**config.mk**
```make
export PLATFORM = sky130hd
export DESIGN_NAME = block_grammar_token_parser_core
export DESIGN_NICKNAME = d
export VERILOG_FILES = /design/src/bgtp_pkg.sv /design/src/block_grammar_token_parser_core.sv /design/src/bgtp_in_reg.sv /design/src/bgtp_grammar.sv
export SDC_FILE = /design/constraint.sdc
export NUM_CORES = 1
export LEC_CHECK = 0
export BUFFER_PORTS_ARGS = -buffer_cell sky130_fd_sc_hd__buf_2
export CAP_MARGIN = 15
export CORE_MARGIN = 2
export CORE_UTILIZATION = 55
export DETAILED_ROUTE_END_ITERATION = 8
export PLACE_DENSITY = 0.74
export REMOVE_ABC_BUFFERS = 1
export SLEW_MARGIN = 20
export SYNTH_ARGS = -nofsm -noshare
export SYNTH_HDL_FRONTEND = slang
export SYNTH_SLANG_ARGS = --single-unit
```
**constraint.sdc**
```tcl
create_clock -name i_clk -period 6.8 [get_ports i_clk]
set_input_delay 2.04 -clock i_clk [delete_from_list [all_inputs] [get_ports i_clk]]
set_output_delay 2.04 -clock i_clk [all_outputs]
set_load 0.01 [all_outputs]
```
**src/bgtp_pkg.sv**
```systemverilog
`default_nettype none
// ----------------------------------------------------------------------------
// bgtp_pkg
// Shared types and constants of the block grammar token parser.
// ----------------------------------------------------------------------------
package bgtp_pkg;

    localparam int unsigned DEPTH_W   = 16;
    localparam int unsigned ARGS_W    = 8;
    localparam int unsigned MAX_DEPTH = 65535;

    localparam logic [DEPTH_W-1:0] DEPTH_LIMIT = DEPTH_W'(MAX_DEPTH);
    localparam logic [ARGS_W-1:0]  ARGS_MAX    = '1;

    typedef enum logic [2:0] {
        K_EOI     = 3'd0,
        K_BARE    = 3'd1,
        K_COMMENT = 3'd2,
        K_CODE    = 3'd3,
        K_LIT     = 3'd4,
        K_QUOTED  = 3'd5,
        K_OTHER   = 3'd6
    } t_kind;

    typedef enum logic [3:0] {
        EV_NONE       = 4'd0,
        EV_SHIFT_NAME = 4'd1,
        EV_COMMAND    = 4'd2,
        EV_COMMENT    = 4'd3,
        EV_CODE       = 4'd4,
        EV_BLOCK_HDR  = 4'd5,
        EV_BODY_START = 4'd6,
        EV_BODY_END   = 4'd7,
        EV_EOI        = 4'd8
    } t_event;

    typedef enum logic [2:0] {
        ERR_OK         = 3'd0,
        ERR_EOI_OPEN   = 3'd1,
        ERR_UNMATCHED  = 3'd2,
        ERR_DEPTH      = 3'd3,
        ERR_LITERAL    = 3'd4,
        ERR_INVALID    = 3'd5
    } t_error;

    typedef enum logic [4:0] {
        ST_TOP     = 5'b00001,
        ST_NAME    = 5'b00010,
        ST_ARG     = 5'b00100,
        ST_ARGCONT = 5'b01000,
        ST_TAIL    = 5'b10000
    } t_gstate;

    localparam logic [7:0] CH_LBRACE = 8'h7B;
    localparam logic [7:0] CH_RBRACE = 8'h7D;
    localparam logic [7:0] CH_LPAREN = 8'h28;
    localparam logic [7:0] CH_RPAREN = 8'h29;
    localparam logic [7:0] CH_COMMA  = 8'h2C;

    typedef struct packed {
        logic [2:0] token_kind;
        logic [7:0] literal_char;
    } t_token;

    typedef struct packed {
        logic [3:0]         event_res;
        logic [2:0]         error_code;
        logic [ARGS_W-1:0]  arg_count;
        logic [DEPTH_W-1:0] nest_depth;
    } t_result;

endpackage
`default_nettype wire

```
**src/block_grammar_token_parser_core.sv**
```systemverilog
`default_nettype none
// A token parser for a brace-structured block grammar. Each input transaction
// carries one lexer token and yields exactly one result transaction with the
// grammar event, an error code, the block argument count and the nesting
// depth after the token. One token is taken every cycle while the output is
// not stalled; a token is held in the input register, and its result is
// captured in the result register when it moves on. The grammar state and
// depth update is combinational between the two registers.
// ----------------------------------------------------------------------------
// block_grammar_token_parser_core
// Top level: input register, grammar stage and result register.
// ----------------------------------------------------------------------------
module block_grammar_token_parser_core (
    input  wire logic              i_clk,
    input  wire logic              i_rst_n,
    input  wire logic              i_in_valid,
    input  wire bgtp_pkg::t_token  i_in_data,
    output logic                   o_in_stall,
    output logic                   o_out_valid,
    output bgtp_pkg::t_result      o_out_data,
    input  wire logic              i_out_stall
);

    logic              w_tok_valid;
    bgtp_pkg::t_token  w_tok;
    logic              w_advance;
    bgtp_pkg::t_result w_result;
    logic              r_out_valid;
    logic              n_out_valid;
    bgtp_pkg::t_result r_out_data;

    assign w_advance = w_tok_valid && (!r_out_valid || !i_out_stall);

    bgtp_in_reg u_in_reg (
        .i_clk     (i_clk),
        .i_rst_n   (i_rst_n),
        .i_valid   (i_in_valid),
        .i_data    (i_in_data),
        .i_advance (w_advance),
        .o_stall   (o_in_stall),
        .o_valid   (w_tok_valid),
        .o_data    (w_tok)
    );

    bgtp_grammar u_grammar (
        .i_clk    (i_clk),
        .i_rst_n  (i_rst_n),
        .i_token  (w_tok),
        .i_commit (w_advance),
        .o_result (w_result)
    );

    always_comb begin
        n_out_valid = r_out_valid;
        if (w_advance) begin
            n_out_valid = 1'b1;
        end else if (!i_out_stall) begin
            n_out_valid = 1'b0;
        end
    end

    always_ff @(posedge i_clk) begin
        if (!i_rst_n) begin
            r_out_valid <= 1'b0;
        end else begin
            r_out_valid <= n_out_valid;
        end
    end

    always_ff @(posedge i_clk) begin
        if (w_advance) begin
            r_out_data <= w_result;
        end
    end

    assign o_out_valid = r_out_valid;
    assign o_out_data  = r_out_data;

endmodule
`default_nettype wire

```
**src/bgtp_in_reg.sv**
```systemverilog
`default_nettype none
// ----------------------------------------------------------------------------
// bgtp_in_reg
// Input register: captures one token transaction and holds it until the
// grammar stage commits it.
// ----------------------------------------------------------------------------
module bgtp_in_reg (
    input  wire logic            i_clk,
    input  wire logic            i_rst_n,
    input  wire logic            i_valid,
    input  wire bgtp_pkg::t_token i_data,
    input  wire logic            i_advance,
    output logic                 o_stall,
    output logic                 o_valid,
    output bgtp_pkg::t_token     o_data
);

    logic             r_valid;
    logic             n_valid;
    bgtp_pkg::t_token r_data;
    logic             w_load;

    assign o_stall = r_valid && !i_advance;
    assign w_load  = i_valid && !o_stall;

    always_comb begin
        n_valid = r_valid;
        if (w_load) begin
            n_valid = 1'b1;
        end else if (i_advance) begin
            n_valid = 1'b0;
        end
    end

    always_ff @(posedge i_clk) begin
        if (!i_rst_n) begin
            r_valid <= 1'b0;
        end else begin
            r_valid <= n_valid;
        end
    end

    always_ff @(posedge i_clk) begin
        if (w_load) begin
            r_data <= i_data;
        end
    end

    assign o_valid = r_valid;
    assign o_data  = r_data;

endmodule
`default_nettype wire

```
**src/bgtp_grammar.sv**
```systemverilog
`default_nettype none
// ----------------------------------------------------------------------------
// bgtp_grammar
// Grammar state, nesting depth and argument count; computes the result of
// one token and commits the new state when the result moves on.
// ----------------------------------------------------------------------------
module bgtp_grammar (
    input  wire logic             i_clk,
    input  wire logic             i_rst_n,
    input  wire bgtp_pkg::t_token i_token,
    input  wire logic             i_commit,
    output bgtp_pkg::t_result     o_result
);

    bgtp_pkg::t_gstate              r_state;
    bgtp_pkg::t_gstate              n_state;
    logic [bgtp_pkg::DEPTH_W-1:0]   r_depth;
    logic [bgtp_pkg::DEPTH_W-1:0]   n_depth;
    logic [bgtp_pkg::ARGS_W-1:0]    r_args;
    logic [bgtp_pkg::ARGS_W-1:0]    n_args;
    bgtp_pkg::t_event               w_ev;
    bgtp_pkg::t_error               w_err;
    logic [bgtp_pkg::ARGS_W-1:0]    w_cnt;
    logic                           w_lit;
    logic                           w_word;
    logic [7:0]                     w_ch;

    assign w_ch   = i_token.literal_char;
    assign w_lit  = (i_token.token_kind == bgtp_pkg::K_LIT);
    assign w_word = (i_token.token_kind == bgtp_pkg::K_BARE)
                 || (i_token.token_kind == bgtp_pkg::K_QUOTED);

    always_comb begin
        n_state = r_state;
        n_depth = r_depth;
        n_args  = r_args;
        w_ev    = bgtp_pkg::EV_NONE;
        w_err   = bgtp_pkg::ERR_OK;
        w_cnt   = '0;
        case (r_state)
            bgtp_pkg::ST_TOP, bgtp_pkg::ST_TAIL: begin
                if (i_token.token_kind == bgtp_pkg::K_EOI) begin
                    if (r_depth == '0) begin
                        w_ev = bgtp_pkg::EV_EOI;
                    end else begin
                        w_err = bgtp_pkg::ERR_EOI_OPEN;
                    end
                end else if (i_token.token_kind == bgtp_pkg::K_BARE) begin
                    w_ev    = bgtp_pkg::EV_SHIFT_NAME;
                    n_state = bgtp_pkg::ST_NAME;
                end else if (i_token.token_kind == bgtp_pkg::K_COMMENT) begin
                    w_ev    = bgtp_pkg::EV_COMMENT;
                    n_state = bgtp_pkg::ST_TOP;
                end else if (i_token.token_kind == bgtp_pkg::K_CODE) begin
                    w_ev    = bgtp_pkg::EV_CODE;
                    n_state = bgtp_pkg::ST_TOP;
                end else if (w_lit && w_ch == bgtp_pkg::CH_RBRACE) begin
                    if (r_depth == '0) begin
                        w_err = bgtp_pkg::ERR_UNMATCHED;
                    end else begin
                        n_depth = r_depth - 1'b1;
                        w_ev    = bgtp_pkg::EV_BODY_END;
                        n_state = bgtp_pkg::ST_TOP;
                    end
                end else if (w_lit && w_ch == bgtp_pkg::CH_LBRACE
                             && r_state == bgtp_pkg::ST_TAIL) begin
                    if (r_depth >= bgtp_pkg::DEPTH_LIMIT) begin
                        w_err = bgtp_pkg::ERR_DEPTH;
                    end else begin
                        n_depth = r_depth + 1'b1;
                        w_ev    = bgtp_pkg::EV_BODY_START;
                        n_state = bgtp_pkg::ST_TOP;
                    end
                end else if (w_lit) begin
                    w_err = bgtp_pkg::ERR_LITERAL;
                end else begin
                    w_err = bgtp_pkg::ERR_INVALID;
                end
            end
            bgtp_pkg::ST_NAME: begin
                if (w_word) begin
                    w_ev    = bgtp_pkg::EV_COMMAND;
                    n_state = bgtp_pkg::ST_TOP;
                end else if (w_lit && w_ch == bgtp_pkg::CH_LPAREN) begin
                    n_args  = '0;
                    n_state = bgtp_pkg::ST_ARG;
                end else if (w_lit) begin
                    w_err = bgtp_pkg::ERR_LITERAL;
                end else begin
                    w_err = bgtp_pkg::ERR_INVALID;
                end
            end
            bgtp_pkg::ST_ARG: begin
                if (w_word) begin
                    if (r_args != bgtp_pkg::ARGS_MAX) begin
                        n_args = r_args + 1'b1;
                    end
                    n_state = bgtp_pkg::ST_ARGCONT;
                end else if (w_lit && w_ch == bgtp_pkg::CH_RPAREN) begin
                    w_ev    = bgtp_pkg::EV_BLOCK_HDR;
                    w_cnt   = r_args;
                    n_state = bgtp_pkg::ST_TAIL;
                end else if (w_lit) begin
                    w_err = bgtp_pkg::ERR_LITERAL;
                end else begin
                    w_err = bgtp_pkg::ERR_INVALID;
                end
            end
            bgtp_pkg::ST_ARGCONT: begin
                if (!w_lit) begin
                    w_err = bgtp_pkg::ERR_INVALID;
                end else if (w_ch == bgtp_pkg::CH_COMMA) begin
                    n_state = bgtp_pkg::ST_ARG;
                end else if (w_ch == bgtp_pkg::CH_RPAREN) begin
                    w_ev    = bgtp_pkg::EV_BLOCK_HDR;
                    w_cnt   = r_args;
                    n_state = bgtp_pkg::ST_TAIL;
                end else begin
                    w_err = bgtp_pkg::ERR_LITERAL;
                end
            end
            default: begin
                w_err = bgtp_pkg::ERR_INVALID;
            end
        endcase
    end

    always_ff @(posedge i_clk) begin
        if (!i_rst_n) begin
            r_state <= bgtp_pkg::ST_TOP;
            r_depth <= '0;
            r_args  <= '0;
        end else if (i_commit) begin
            r_state <= n_state;
            r_depth <= n_depth;
            r_args  <= n_args;
        end
    end

    assign o_result.event_res  = w_ev;
    assign o_result.error_code = w_err;
    assign o_result.arg_count  = w_cnt;
    assign o_result.nest_depth = n_depth;

endmodule
`default_nettype wire

```
==> flow_summary.toml <==
[critical_path]
critPathTopFamily = "buffers and inverters"
cpMaxStageDelayCell = "and3_1"
cp-start-kind = "primary input"
worstSetupPathType = "primary input to output pin"
end_kind = "output pin"
r2r_start = "u_grammar.r_depth[0]"
path_buf_inv = 2
crit_start = "i_out_stall"
regToRegSetupSlack_ns = 4.09
crit_chain = "buf_2, and3_1, buf_2"
crit_path_frequent_cell = "buf_2"
crit_path_max_fanout = 3
slowest_delay_ns = 0.20
crit_required_ns = 4.76
crit_arrival_ns = 2.51

[outcome]
status = "complete, no violations"

[placement]
dpl.hpwl_um = 6320
port_buffers = 47
place_congestion = 0.927

[pwr]
ir_drop_v = 0.000119
power_leakage_nw = 1.66
power.density_nw_per_um2 = 200
p_total_w = 0.000920

[routing]
postRouteAntennaNets = 0
avgViaCountPerCell = 6.16
route.vias.total = 3526
routed_wirelength_um = 9150
drc_errors = 0
drt-pass1-iter-count = 5
wl_per_cell_um = 16.0
drtIter0Drc = 228

[cts]
cts_max_level = 3
cts_resized = 0
postCtsSetupBuffers = 0
clock_path_buffers = 2
clk_latency_ns = 0.35
clk_pin_slew_ns = 0.07
root_buffer = "clkbuf_8"
clock-sinks = 73
postCtsHoldBufs = 0
cts_tree = "built"
numCtsBuffers = 9

[die]
die_h_um = 90.9
start_util_pct = 57.0
die_area_um2 = 8260
core_um2 = 7290
die_w_um = 90.9
ioPinCount = 48
num_rows = 31

[logic_synthesis]
netlist_instances = 435
async_flop_share_pct = 0
synth-seq-cells = 73
netlist_area_um2 = 4150
synth_top_flop_cell = "edfxtp_1"
synth_edf_count = 42
synth_area_per_cell_um2 = 9.55
synthTopCellsByArea = "edfxtp_1 (30%), dfxtp_1 (15%), nor2_1 (4.0%)"
synth_top_area_share_pct = 30.4
ys_types = 72
yosysWarnings = 0
netlist.top_cell.by_area = "edfxtp_1"
ys_seq_area_share_pct = 45.3

[sta]
finalCriticalPeriod_ns = 4.55
fin_skew_ns = 0.00508
hold_violations = 0
rsz0062_at_grt = "false"
worstMarginPinSlew_ns = 0.913
fmax_mhz = 220
setup_viol = 0
post-route-period-util_pct = 66.9
setup_tns_ns = 0
slew-limit-headroom_pct = 39.1
drv_slew = 0

[min_path]
hold_path_class = "register to register"
min_from = "u_grammar.r_args[1]"

[global_route]
grt_pass1_wl_um = 15300
grt_overflow_total = 0
grt_max_degree = 43
first_global_vias = 3187
antenna_found_initial = 0
track_usage_pct = 22.9

[run]
drv_cap = 0

[finish]
antenna-diode-count = 0
nets = 487
areaGrowthSynthToFinish_pct = 10.7
final_common_cell = "buf_2"
layout_common_cells = "buf_2 (47), nor2_1 (44), edfxtp_1 (42), dfxtp_1 (31), a21oi_1 (29)"
drive_gt1_share_pct = 18.8
[final timing paths]
| kind | endpoint | cells past startpoint |
|---|---|---|
| worst max-delay path | o_in_stall | 3 |
| worst min-delay path | u_grammar.r_args[1] | 2 |
| worst max register to register | o_out_data[6] | 8 |
| worst min register to register | u_grammar.r_args[1] | 2 |
[worst reg2reg max path: stages (launching register included)]
cell,delay [ns]
dfxtp_1,0.37
inv_1,0.14
ha_1,0.18
nor4b_1,0.55
nand4_1,0.35
and2_1,0.32
a31oi_1,0.30
nor2_1,0.09
xor2_1,0.16
[flip-flops by register name, indices dropped and copies added (netlist names)]
register / cells
o_out_valid: 1
u_in_reg.o_data: 11
u_grammar.r_state: 5
u_in_reg.o_valid: 1
u_grammar.r_depth: 16
o_out_data: 31
u_grammar.r_args: 8
[area by class of cell]
| cell class | instances | area [µm²] |
|---|---|---|
| fillers | 636 | 2690 |
| clock inverters | 4 | 43.8 |
| multi-input cells | 326 | 2120 |
| repair buffers | 49 | 250 |
| well taps | 99 | 124 |
| clock buffers | 12 | 145 |
| inverters | 9 | 33.8 |
| flip-flops and latches | 73 | 1880 |
[metal layers]
layer  GRT usage [%]  vias to the layer above  part of all wire, %
met5               0                        -                    0
met2            36.7                      145                   47
met1            30.9                     1653                   45
met4            9.34                        0                  1.6
li1                -                     1713                    -
met3            4.17                       15                  6.5
[per-stage QoR]
stage                     cells  utilization (%)  setup WS, ns  instance area [µm²]  hold WS [ns]
after floorplan             408                -         0.684                 4020         0.444
after global placement      556             60.5          2.26                 4410         0.472
after detailed placement    556             60.5          2.25                 4410         0.478
after CTS                   572             63.1          2.25                 4600         0.488
after global routing        572             63.1          2.25                 4600         0.529
final                       572             63.1          2.25                 4600         0.487
[report_power, final]
part            total, W  internal (W)  switching (W)
combinational  0.0000930     0.0000346      0.0000585
sequential      0.000497      0.000484      0.0000128
clock           0.000331      0.000177       0.000153
[cell families (layout without fill, tap and decap cells)]
family / count (synthesis) / in the layout / synth area share (%)
AND/OR/NAND/NOR: 190 / 190 / 26.3
AO/OA/AOI/OAI: 113 / 113 / 19.2
flip-flops: 73 / 73 / 45.3
buffers and inverters: 36 / 74 / 3.95
XOR/XNOR: 17 / 17 / 3.58
adder cells (fa/ha/maj): 4 / 4 / 1.20
multiplexers: 2 / 2 / 0.512
[Yosys cell counts (2+ instances only)]
cell type	instances
inv_1	9
ha_1	4
a22oi_1	2
a31o_2	4
nand3b_1	6
a31oi_1	9
dfxtp_1	31
nor4_2	2
and2_1	11
nand2b_1	2
nor2_1	44
or3_1	12
edfxtp_1	42
a311oi_2	2
xor2_1	11
o21ai_1	4
a21oi_1	29
a21boi_0	3
nor3_1	17
buf_2	14
xnor2_1	6
and4b_1	2
o31a_1	2
nor2b_1	4
o21ai_0	25
or4_1	2
clkbuf_1	11
o31ai_1	2
nand3_1	17
o311ai_2	2
or3b_1	2
o22ai_1	3
nand2_1	19
and4_1	3
o2111a_1	2
nor4_1	13
nand4_1	5
o211ai_1	6
o21a_1	6
or2_2	2
and3_1	12
Note: power is estimated with default switching activity, not from simulation.
